`config.mk`:
```
export PLATFORM = sky130hd
export DESIGN_NAME = home_computer_memory_and_port_decoder
export DESIGN_NICKNAME = d
export VERILOG_FILES = /design/src/zxm_pkg.sv /design/src/zxm_decode.sv /design/src/zxm_state.sv /design/src/home_computer_memory_and_port_decoder.sv
export SDC_FILE = /design/constraint.sdc
export NUM_CORES = 1
export LEC_CHECK = 0
export ABC_AREA = 1
export BUFFER_PORTS_ARGS = -buffer_cell sky130_fd_sc_hd__buf_2
export CAP_MARGIN = 20
export CORE_UTILIZATION = 56
export CTS_CLUSTER_DIAMETER = 120
export DETAILED_ROUTE_END_ITERATION = 16
export PLACE_DENSITY_LB_ADDON = 0.08
export SLEW_MARGIN = 20
export SYNTH_ARGS = -nofsm -noshare
export SYNTH_HDL_FRONTEND = slang
export SYNTH_SLANG_ARGS = --single-unit
```
`constraint.sdc`:
```
create_clock -name clk -period 2.5 [get_ports clk]
set_clock_uncertainty 0.1 [all_clocks]
set_input_delay 0.125 -clock clk [delete_from_list [all_inputs] [get_ports clk]]
set_output_delay 0.125 -clock clk [all_outputs]
set_load 0.005 [all_outputs]
```
`src/zxm_pkg.sv`:
```
package zxm_pkg;

  localparam int KEY_ROW_COUNT = 8;
  localparam int KEY_IDX_W     = $clog2(KEY_ROW_COUNT);
  localparam int KEY_W         = 5;

  localparam logic [15:0] PORT_PAGING = 16'h7ffd;
  localparam logic [15:0] PORT_AY_SEL = 16'hfffd;
  localparam logic [15:0] PORT_AY_WR  = 16'hbffd;
  localparam logic [7:0]  PORT_ULA_LO = 8'hfe;
  localparam logic [15:0] SLOT_SIZE   = 16'h4000;
  localparam logic [7:0]  OPEN_BUS    = 8'hff;

  typedef enum logic [2:0] {
    OP_MEM_RD  = 3'd0,
    OP_MEM_WR  = 3'd1,
    OP_PORT_IN = 3'd2,
    OP_PORT_OUT = 3'd3,
    OP_SET_KEY = 3'd4,
    OP_RESET   = 3'd5
  } op_t;

  typedef enum logic [1:0] {
    MODEL_48K  = 2'd0,
    MODEL_128K = 2'd1,
    MODEL_PLUS3 = 2'd2,
    MODEL_ZX81 = 2'd3
  } model_t;

  typedef enum logic [1:0] {
    TGT_RAM  = 2'd0,
    TGT_ROM  = 2'd1,
    TGT_NONE = 2'd2
  } target_t;

  typedef enum logic [1:0] {
    AY_NONE   = 2'd0,
    AY_SELECT = 2'd1,
    AY_WRITE  = 2'd2,
    AY_READ   = 2'd3
  } ay_action_t;

  typedef struct packed {
    logic [2:0]  op;
    logic [15:0] address;
    logic [7:0]  data_in;
    logic        tape_ear;
  } item_t;

  typedef struct packed {
    logic [1:0]  mem_target;
    logic [16:0] mem_offset;
    logic        mem_write_enable;
    logic [7:0]  read_data;
    logic [1:0]  ay_action;
    logic [7:0]  ay_data;
    logic [2:0]  border_colour;
    logic        speaker_level;
    logic        mic_level;
    logic [2:0]  screen_page;
  } result_t;

  typedef struct packed {
    logic [2:0] paged_ram;
    logic       rom_select;
    logic       shadow_screen;
    logic       paging_locked;
    logic [2:0] border_reg;
    logic       speaker_reg;
    logic       mic_reg;
  } ula_state_t;

  typedef struct packed {
    logic                 we;
    logic [KEY_IDX_W-1:0] idx;
    logic [KEY_W-1:0]     val;
  } key_write_t;

  typedef logic [KEY_ROW_COUNT-1:0][KEY_W-1:0] key_rows_t;

endpackage

```
`src/zxm_decode.sv`:
```
module zxm_decode
  import zxm_pkg::*;
(
  input  item_t      item,
  input  model_t     model,
  input  ula_state_t st,
  input  key_rows_t  key_rows,
  output result_t    res,
  output ula_state_t st_next,
  output key_write_t kw
);

  logic             paged;
  logic [1:0]       slot;
  logic             wr;
  logic [KEY_W-1:0] acc;
  logic [2:0]       page;

  assign paged = (model == MODEL_128K) || (model == MODEL_PLUS3);
  assign slot  = item.address[15:14];
  assign wr    = (item.op == OP_MEM_WR);

  always_comb begin
    acc = '0;
    for (int i = 0; i < KEY_ROW_COUNT; i++) begin
      if (!item.address[8+i]) acc = acc | key_rows[i];
    end
  end

  always_comb begin
    case (slot)
      2'd1:    page = 3'd5;
      2'd2:    page = 3'd2;
      default: page = st.paged_ram;
    endcase
  end

  always_comb begin
    st_next = st;
    kw.we   = 1'b0;
    kw.idx  = item.address[KEY_IDX_W-1:0];
    kw.val  = item.data_in[KEY_W-1:0];
    res.mem_target       = TGT_NONE;
    res.mem_offset       = '0;
    res.mem_write_enable = 1'b0;
    res.read_data        = '0;
    res.ay_action        = AY_NONE;
    res.ay_data          = '0;

    case (item.op)
      OP_MEM_RD, OP_MEM_WR: begin
        if (model == MODEL_ZX81) begin
          if (item.address[15]) begin
            if (!wr) res.read_data = OPEN_BUS;
          end else begin
            // 8K windows mirrored in each of the two lower 16K slots
            res.mem_offset = {4'd0, item.address[12:0]};
            if (slot == 2'd0) begin
              res.mem_target = TGT_ROM;
            end else begin
              res.mem_target       = TGT_RAM;
              res.mem_write_enable = wr;
            end
          end
        end else if (slot == 2'd0) begin
          res.mem_target = TGT_ROM;
          res.mem_offset = {2'd0, paged & st.rom_select, item.address[13:0]};
        end else begin
          res.mem_target       = TGT_RAM;
          res.mem_write_enable = wr;
          if (paged) res.mem_offset = {page, item.address[13:0]};
          else       res.mem_offset = {1'b0, item.address - SLOT_SIZE};
        end
      end
      OP_PORT_IN: begin
        if (item.address == PORT_AY_SEL) begin
          res.ay_action = AY_READ;
        end else if (item.address[7:0] == PORT_ULA_LO) begin
          // pressed keys read low; bits 5 and 7 float high
          res.read_data = {1'b1, item.tape_ear, 1'b1, ~acc};
        end
      end
      OP_PORT_OUT: begin
        if (item.address[7:0] == PORT_ULA_LO) begin
          st_next.border_reg  = item.data_in[2:0];
          st_next.speaker_reg = !item.data_in[4];
          st_next.mic_reg     = !item.data_in[4] && !item.data_in[3];
        end else if (item.address == PORT_PAGING) begin
          if (paged && !st.paging_locked) begin
            st_next.paged_ram     = item.data_in[2:0];
            st_next.shadow_screen = item.data_in[3];
            st_next.rom_select    = item.data_in[4];
            st_next.paging_locked = item.data_in[5];
          end
        end else if (item.address == PORT_AY_WR) begin
          res.ay_action = AY_WRITE;
          res.ay_data   = item.data_in;
        end else if (item.address == PORT_AY_SEL) begin
          res.ay_action = AY_SELECT;
          res.ay_data   = item.data_in;
        end
      end
      OP_SET_KEY: kw.we = 1'b1;
      OP_RESET: begin
        st_next.paged_ram     = paged ? 3'd7 : 3'd0;
        st_next.rom_select    = 1'b0;
        st_next.shadow_screen = 1'b0;
        st_next.paging_locked = 1'b0;
      end
      default: ;
    endcase

    res.border_colour = st_next.border_reg;
    res.speaker_level = st_next.speaker_reg;
    res.mic_level     = st_next.mic_reg;
    res.screen_page   = !paged ? 3'd0 : (st_next.shadow_screen ? 3'd7 : 3'd5);
  end

endmodule

```
`src/zxm_state.sv`:
```
module zxm_state
  import zxm_pkg::*;
(
  input  logic       clk,
  input  logic       rst,
  input  logic       update,
  input  ula_state_t st_next,
  input  key_write_t kw,
  output ula_state_t st,
  output key_rows_t  key_rows
);

  always_ff @(posedge clk) begin
    if (rst) begin
      st.paged_ram     <= 3'd0;
      st.rom_select    <= 1'b0;
      st.shadow_screen <= 1'b0;
      st.paging_locked <= 1'b0;
      st.border_reg    <= 3'd7;
      st.speaker_reg   <= 1'b0;
      st.mic_reg       <= 1'b0;
      key_rows         <= '0;
    end else if (update) begin
      st <= st_next;
      if (kw.we) key_rows[kw.idx] <= kw.val;
    end
  end

endmodule

```
`src/home_computer_memory_and_port_decoder.sv`:
```
// Channel  Dir  Handshake           Payload
// s_*      in   s_tvalid/s_tready   tdata: address, data_in, tape_ear; tuser: op
// m_*      out  m_tvalid/m_tready   tdata: result fields; tuser: mem_target
// cfg_*    in   cfg_valid/cfg_ready machine_model
//
// One request a cycle unless the result side stalls; each request is held in the input register,
// then passes through the single decode stage into the result register.
// Reset empties the pipeline and resets the paging and ULA latches and the key rows.
// A stalled result holds the input register; once both are full s_tready drops.
// Model changes only when idle is a rule for the user; the block does not enforce it. cfg_ready is always high.
module home_computer_memory_and_port_decoder
  import zxm_pkg::*;
(
  input  logic        clk,
  input  logic        rst,
  input  logic        s_tvalid,
  output logic        s_tready,
  input  logic [31:0] s_tdata,   // address[15:0], data_in[23:16], tape_ear[24], zero
  input  logic [2:0]  s_tuser,   // op[2:0]
  output logic        m_tvalid,
  input  logic        m_tready,
  output logic [47:0] m_tdata,   // mem_offset[16:0], mem_write_enable[17], read_data[25:18],
                                 // ay_action[27:26], ay_data[35:28], border_colour[38:36],
                                 // speaker_level[39], mic_level[40], screen_page[43:41], zero
  output logic [1:0]  m_tuser,   // mem_target[1:0]
  input  logic        cfg_valid,
  output logic        cfg_ready,
  input  logic [1:0]  cfg_data
);

  logic       in_valid;
  item_t      in_item;
  logic       out_valid;
  result_t    out_res;
  model_t     model;
  logic       advance;
  ula_state_t st, st_next;
  key_rows_t  key_rows;
  key_write_t kw;
  result_t    res;

  assign advance   = in_valid && (!out_valid || m_tready);
  assign s_tready  = !in_valid || advance;
  assign cfg_ready = 1'b1;

  always_ff @(posedge clk) begin
    if (rst) begin
      in_valid  <= 1'b0;
      out_valid <= 1'b0;
      model     <= MODEL_48K;
    end else begin
      if (cfg_valid) model <= model_t'(cfg_data);
      if (s_tready) in_valid <= s_tvalid;
      if (advance) out_valid <= 1'b1;
      else if (m_tready) out_valid <= 1'b0;
    end
  end

  always_ff @(posedge clk) begin
    if (s_tready && s_tvalid) begin
      in_item.op       <= s_tuser;
      in_item.address  <= s_tdata[15:0];
      in_item.data_in  <= s_tdata[23:16];
      in_item.tape_ear <= s_tdata[24];
    end
    if (advance) out_res <= res;
  end

  zxm_decode u_decode (
    .item     (in_item),
    .model    (model),
    .st       (st),
    .key_rows (key_rows),
    .res      (res),
    .st_next  (st_next),
    .kw       (kw)
  );

  zxm_state u_state (
    .clk      (clk),
    .rst      (rst),
    .update   (advance),
    .st_next  (st_next),
    .kw       (kw),
    .st       (st),
    .key_rows (key_rows)
  );

  assign m_tvalid = out_valid;
  assign m_tuser  = out_res.mem_target;
  assign m_tdata  = {4'd0, out_res.screen_page, out_res.mic_level, out_res.speaker_level,
                     out_res.border_colour, out_res.ay_data, out_res.ay_action,
                     out_res.read_data, out_res.mem_write_enable, out_res.mem_offset};

endmodule

```
---- Word level (Yosys, flattened, before mapping) ----
Cells that the tools add are included.
storage, ports and cells
  memories ................................ 0
  bits of input ports ..................... 42
  RAM bits ................................ 0
  bits in latches ......................... 0
  memory bits (read-only) ................. 0
  flip-flop bits (word level) ............. 129
  logic and storage cells ................. 124
  output and inout bits ................... 53
operators by class
  equality and inequality tests ........... 17
  reduce and logical (&&, ||, !) cells .... 21
  $lt $le $gt $ge ......................... 2
  div/mod/pow operators ................... 0
  shift operators ......................... 0
  bitwise operators ....................... 10
  multiplexer cells ....................... 41
  add/sub/neg operators ................... 1
  multiply operators ...................... 0
operators with widths
  cell                                                                   count
  5-bit two-way mux                                                      11
  40-bit bitwise mux                                                     1
  20-bit two-way mux                                                     2
  8-bit two-way mux                                                      5
  5-bit bitwise OR                                                       7
  16-bit == test, second input constant                                  2
  10-bit two-way mux                                                     3
  18-bit two-way mux                                                     1
  6-bit two-way mux                                                      3
  17-bit two-way mux                                                     1
  16-bit by 15-bit == test with 1-bit output, second input constant      1
  8-bit case mux with 2 select lines                                     1
  16-bit by 15-bit subtractor with 16-bit output, second input constant  1
  5-bit demux with 3-bit select                                          1
  6-bit case mux with 2 select lines                                     1
  9-bit two-way mux                                                      1
  8-bit == test, second input constant                                   1
  2-bit == test, second input constant                                   3
  3-bit by 2-bit == test with 1-bit output, second input constant        2
  3-bit == test, second input constant                                   2
  3-bit case mux with 2 select lines                                     1
  1-bit logical AND                                                      5
  1-bit logical NOT                                                      5
  1-bit two-way mux                                                      5
  other kinds (20)                                                       26

---- Logic depth before layout (Yosys ltp) ----
  word-level depth ........................ 19
  gate-level depth with buffers ........... 11
  depth with buffers taken out ............ 11

---- Hierarchy ----
Synthesis repeated with hierarchy kept, for this count alone.
second synthesis, totals
  cells, all modules ...................... 645
  area, all modules ....................... 5759.3 sq um
by module, submodules not included
  module                                 area each (sq um)  cells an instance  times used  sequential area each (sq um)
  home_computer_memory_and_port_decoder  2427.3             102                1           2302.2
  zxm_state                              2058.2             287                1           1021.0
  zxm_decode                             1273.7             256                1           0.0

---- Worst setup path before layout ----
No wires, ideal clock.
  path kind ............................... reg-to-reg
  start point ............................. reg out_valid (netlist: m_tvalid)
  end point ............................... reg, netlist name u_state.st[8]
  setup slack ............................. 0.695 ns
  data required time ...................... 2.287 ns
  setup time .............................. 0.113 ns
  cell stages (with the launch flop) ...... 9
  clock period less this slack ............ 1.805 ns
  path buffers ............................ 0
  arrival time ............................ 1.592 ns
  path through ............................ dfxtp_1 nand2_1 nand2_2 inv_2 nand2_2 nor2_4 o21ai_2 nor2_1 nor2_1
between the ends
  word-level cells in the longest chain between the ends .. 4
RTL lines
  element                               RTL line                                     RTL
  start: declaration                    home_computer_memory_and_port_decoder.sv:33  logic out_valid;
  start signal: assignment              home_computer_memory_and_port_decoder.sv:49  out_valid <= 1'b0;
  start signal: assignment              home_computer_memory_and_port_decoder.sv:54  if (advance) out_valid <= 1'b1;
  start signal: assignment              home_computer_memory_and_port_decoder.sv:55  else if (m_tready) out_valid <= 1'b0;
  1-bit logical NOT                     home_computer_memory_and_port_decoder.sv:42  assign advance = in_valid && (!out_valid || m_tready);
  1-bit logical OR                      home_computer_memory_and_port_decoder.sv:42
  1-bit logical AND                     home_computer_memory_and_port_decoder.sv:42
  via advance                           home_computer_memory_and_port_decoder.sv:36  logic advance;
  5-bit AND reduction (no source line)  --
The timed path passes the listed nets, and every way through them passes these cells.
A chain may end at the register's enable or synchronous reset.

---- Final worst setup path ----
  start point ............................. reg in_item[24] in the netlist's numbering
  end point ............................... reg out_res (netlist bit m_tdata[27]), data pin
between the ends
  word-level cells in the longest chain between the ends .. 5
  elaborated cells on any way between the ends .. 8
  classes of those cells .................. eq/ne: 3; mux: 5
RTL lines
  element                                 RTL line                                     RTL
  start: declaration                      home_computer_memory_and_port_decoder.sv:32  item_t in_item;
  16-bit == test                          zxm_decode.sv:95                             end else if (item.address == PORT_AY_WR) begin
  10-bit two-way mux                      zxm_decode.sv:95
  10-bit two-way mux                      zxm_decode.sv:88                             end else if (item.address == PORT_PAGING) begin
  10-bit two-way mux                      zxm_decode.sv:84                             if (item.address[7:0] == PORT_ULA_LO) begin
  2-bit case mux with 2 select lines (*)  zxm_decode.sv:50                             case (item.op)
  end signal: assignment                  home_computer_memory_and_port_decoder.sv:66  if (advance) out_res <= res;
  end: declaration                        home_computer_memory_and_port_decoder.sv:34  result_t out_res;
Every way passes the cells marked *; elsewhere a longest branch is shown, timed or not.

==> run metrics <==
drt first pass iters 5; cell depth of the worst flop-to-flop path 9; final setup margin 410.0 ps; worst path arrival time 2270 ps; Finished Layout Cells 860; worst path required time 2680 ps; post-synthesis register bit count 127; Synth Warn # 0; worst skew pair latency 530 ps; vias in the first global route 4367; maxcap violations 0; pre-CTS WS 465.7 ps; largest area contributor in the netlist edfxtp_1; number of port buffers 82; Worst Path Max Fanout 10; WL final 13200 µm; total grt overflow 0; post-route minimum period 2090 ps; Clock transition at path regs 60 ps; vias per cell 5.298; Worst path max stage delay 450 ps; sum of negative setup slack 0 ps; CP startpoint in_item[24]; CP max-delay cell edfxtp_1; residual DRC count 0; CTS Buf Count 17; Bufs on Longest Clock Path 2; share of the synthesized area in the top cell type 0.3971; most common flop cell mapped by yosys edfxtp_1; DP Wirelength 8487 µm; dpl cells 788; Avg Synthesized Cell Area 9.245 µm²; Chip Width 100.6 µm; WL/cell 15.35 µm; FFs w/ async S/R, synth 0; initial core utilization 0.5838; Core ar. 9328 µm²; worst rel slew slack 0.4622; synthesized area 5445 µm²; DR WL met2 6678 µm; critical path start-end classification flip-flop to flip-flop; share of cells above drive strength 1 0.2038; Final Max Tran Viols 0; GP Congestion 0.8771; DR iter-0 viols 397; Die Y 100.6 µm; RSZ-0062 raised after global routing no; CTS tree done; Final Hold Fails 0; diode count 0; crit path capture type flip-flop; crit path cell chain inv_1, ha_1, inv_1, nor2_2, nand2_2, nor2_8, nor2_1, nand2_2, o21ai_1; part of the Yosys area used for sequential elements 0.5993; post-route cell area 6984 µm²; critical path launch point type flip-flop; CTS root buffer clkbuf_8; CP Capture Point m_tdata[27]; largest net degree at the start of global routing 39; Worst Max-Slew Pin Slew 803.7 ps; I/O pin count 95; Tcrit/Tclk final 0.8360; EDFF count, synth 72; status complete, no violations; initial antenna violation count 0; total setup buffers inserted after CTS 0; R2R setup slack 410 ps; Reg2Reg Launch Point in_item[24]; first-pass GRT wire length 20980 µm; Resize count post-CTS 0; Worst Hold Margin 201.9 ps; M1 WL 5368 µm; Total Routing Usage GR 0.2813; Hold Path Stages 2; length of routed met3 wiring 831 µm; Max IR drop VDD 0.5335 mV; largest cells by area after synthesis edfxtp_1 40%, dfxtp_1 20%, nand2_1 9.4%, nor2_1 5.3%, a21oi_1 5.1%; Syn-to-layout area delta 28.26%; Netlist cell types 34; number of hold buffers added after cts 40; RR Endpoint m_tdata[27]; Final nets 765; Pwr per Cell Area 749.8 nW/µm²; Top Layer Used met4; full die area 10120 µm²; floorplan row count 35; Max Freq 478.5 MHz; worst min path class input port to flip-flop; Leak 0.002876 µW; Routed Antenna Nets 0; placed cell area 5976 µm²; H-Tree Depth 4; cell count after synthesis 589; vias post-DR 4556; CTS Sinks 127; Final Setup Violations 0; Hold Startpoint s_tdata[18]
==> power by group <==
| group | internal [µW] | switching [µW] |
|---|---|---|
| combinational | 144 | 221 |
| sequential | 2300 | 44.4 |
| clock | 1610 | 921 |
| total | 4050 | 1190 |
==> registers in the layout, summed over array words and instances, names as in the netlist <==
signal	flops
m_tdata	42
m_tuser	2
u_state.key_rows	40
in_item	28
model	2
m_tvalid	1
in_valid	1
u_state.st	11
==> critical path, delay by kind of cell, from the launching register on <==
kind | cells | cell delay, ps
simple gates | 5 | 620
flops | 1 | 450
buf+inv | 2 | 320
fa+ha+maj | 1 | 250
compound gates | 1 | 90
==> synthesized netlist by cell type, types with 2 or more instances <==
library cell,instances
inv_2,4
buf_4,7
nand3_1,52
a21oi_1,56
clkbuf_1,5
nor3_1,10
o21ai_1,3
nor2_2,3
dfxtp_1,55
o211ai_1,3
nor2_4,3
conb_1,2
buf_2,6
nand2_2,7
nor2_1,77
o21ai_2,6
ha_1,5
inv_1,46
buf_6,3
nand4_1,7
o21ai_0,8
nor3b_1,2
nand2_1,136
buf_1,2
edfxtp_1,72
==> cells in the final DEF (no fill, tap or decap), types with 7 or more instances in the layout <==
| master | count |
|---|---|
| a21oi_1 | 56 |
| buf_2 | 82 |
| clkbuf_16 | 16 |
| dfxtp_1 | 55 |
| dlygate4sd3_1 | 40 |
| edfxtp_1 | 72 |
| inv_1 | 46 |
| nand2_1 | 136 |
| nand2_2 | 7 |
| nand3_1 | 52 |
| nand4_1 | 7 |
| nor2_1 | 77 |
| nor3_1 | 10 |
| o21ai_0 | 8 |
==> routing by layer <==
layer / GRT usage / vias to the layer above
met2: 0.4926 / 179
met1: 0.3269 / 2132
li1: - / 2218
met5: 0 / -
met4: 0.1059 / 0
met3: 0.08114 / 27
==> kinds of logic (layout without fill, tap and decap cells) <==
family | Yosys count | in the layout | synth area share
buffers and inverters | 73 | 212 | 0.06066
adders and majority gates | 5 | 5 | 0.01149
other | 2 | 5 | 0.001379
AOI/OAI and AO/OA | 81 | 81 | 0.08387
and+or+nand+nor | 301 | 301 | 0.2433
DFF | 127 | 127 | 0.5993
==> final cells by class <==
cell class                      instances  area [µm²]
Fill cell                             651        2344
Inverter                               50       187.7
Tap cell                              129       161.4
Timing Repair Buffer                  130       895.9
Sequential cell                       127        3263
Clock inverter                         15       193.9
Clock buffer                           17       414.1
Multi-Input combinational cell        392        1868
==> worst min path at each step <==
stage	to	slack, ps
3_5_place_dp	in_item[8]	200
4_1_cts	in_item[11]	190
2_1_floorplan	in_item[0]	120
3_3_place_gp	in_item[20]	200
6_report	in_item[3]	200
5_1_grt	in_item[16]	200
==> metrics by stage <==
step / power (µW) / util
after global routing: 5387 / 0.7488
after detailed placement: 2688 / 0.6406
final: 5237 / 0.7488
after floorplan: 2562 / -
after CTS: 5246 / 0.7488
after global placement: 2678 / 0.6406
Note: power is estimated with default switching activity, not from simulation.
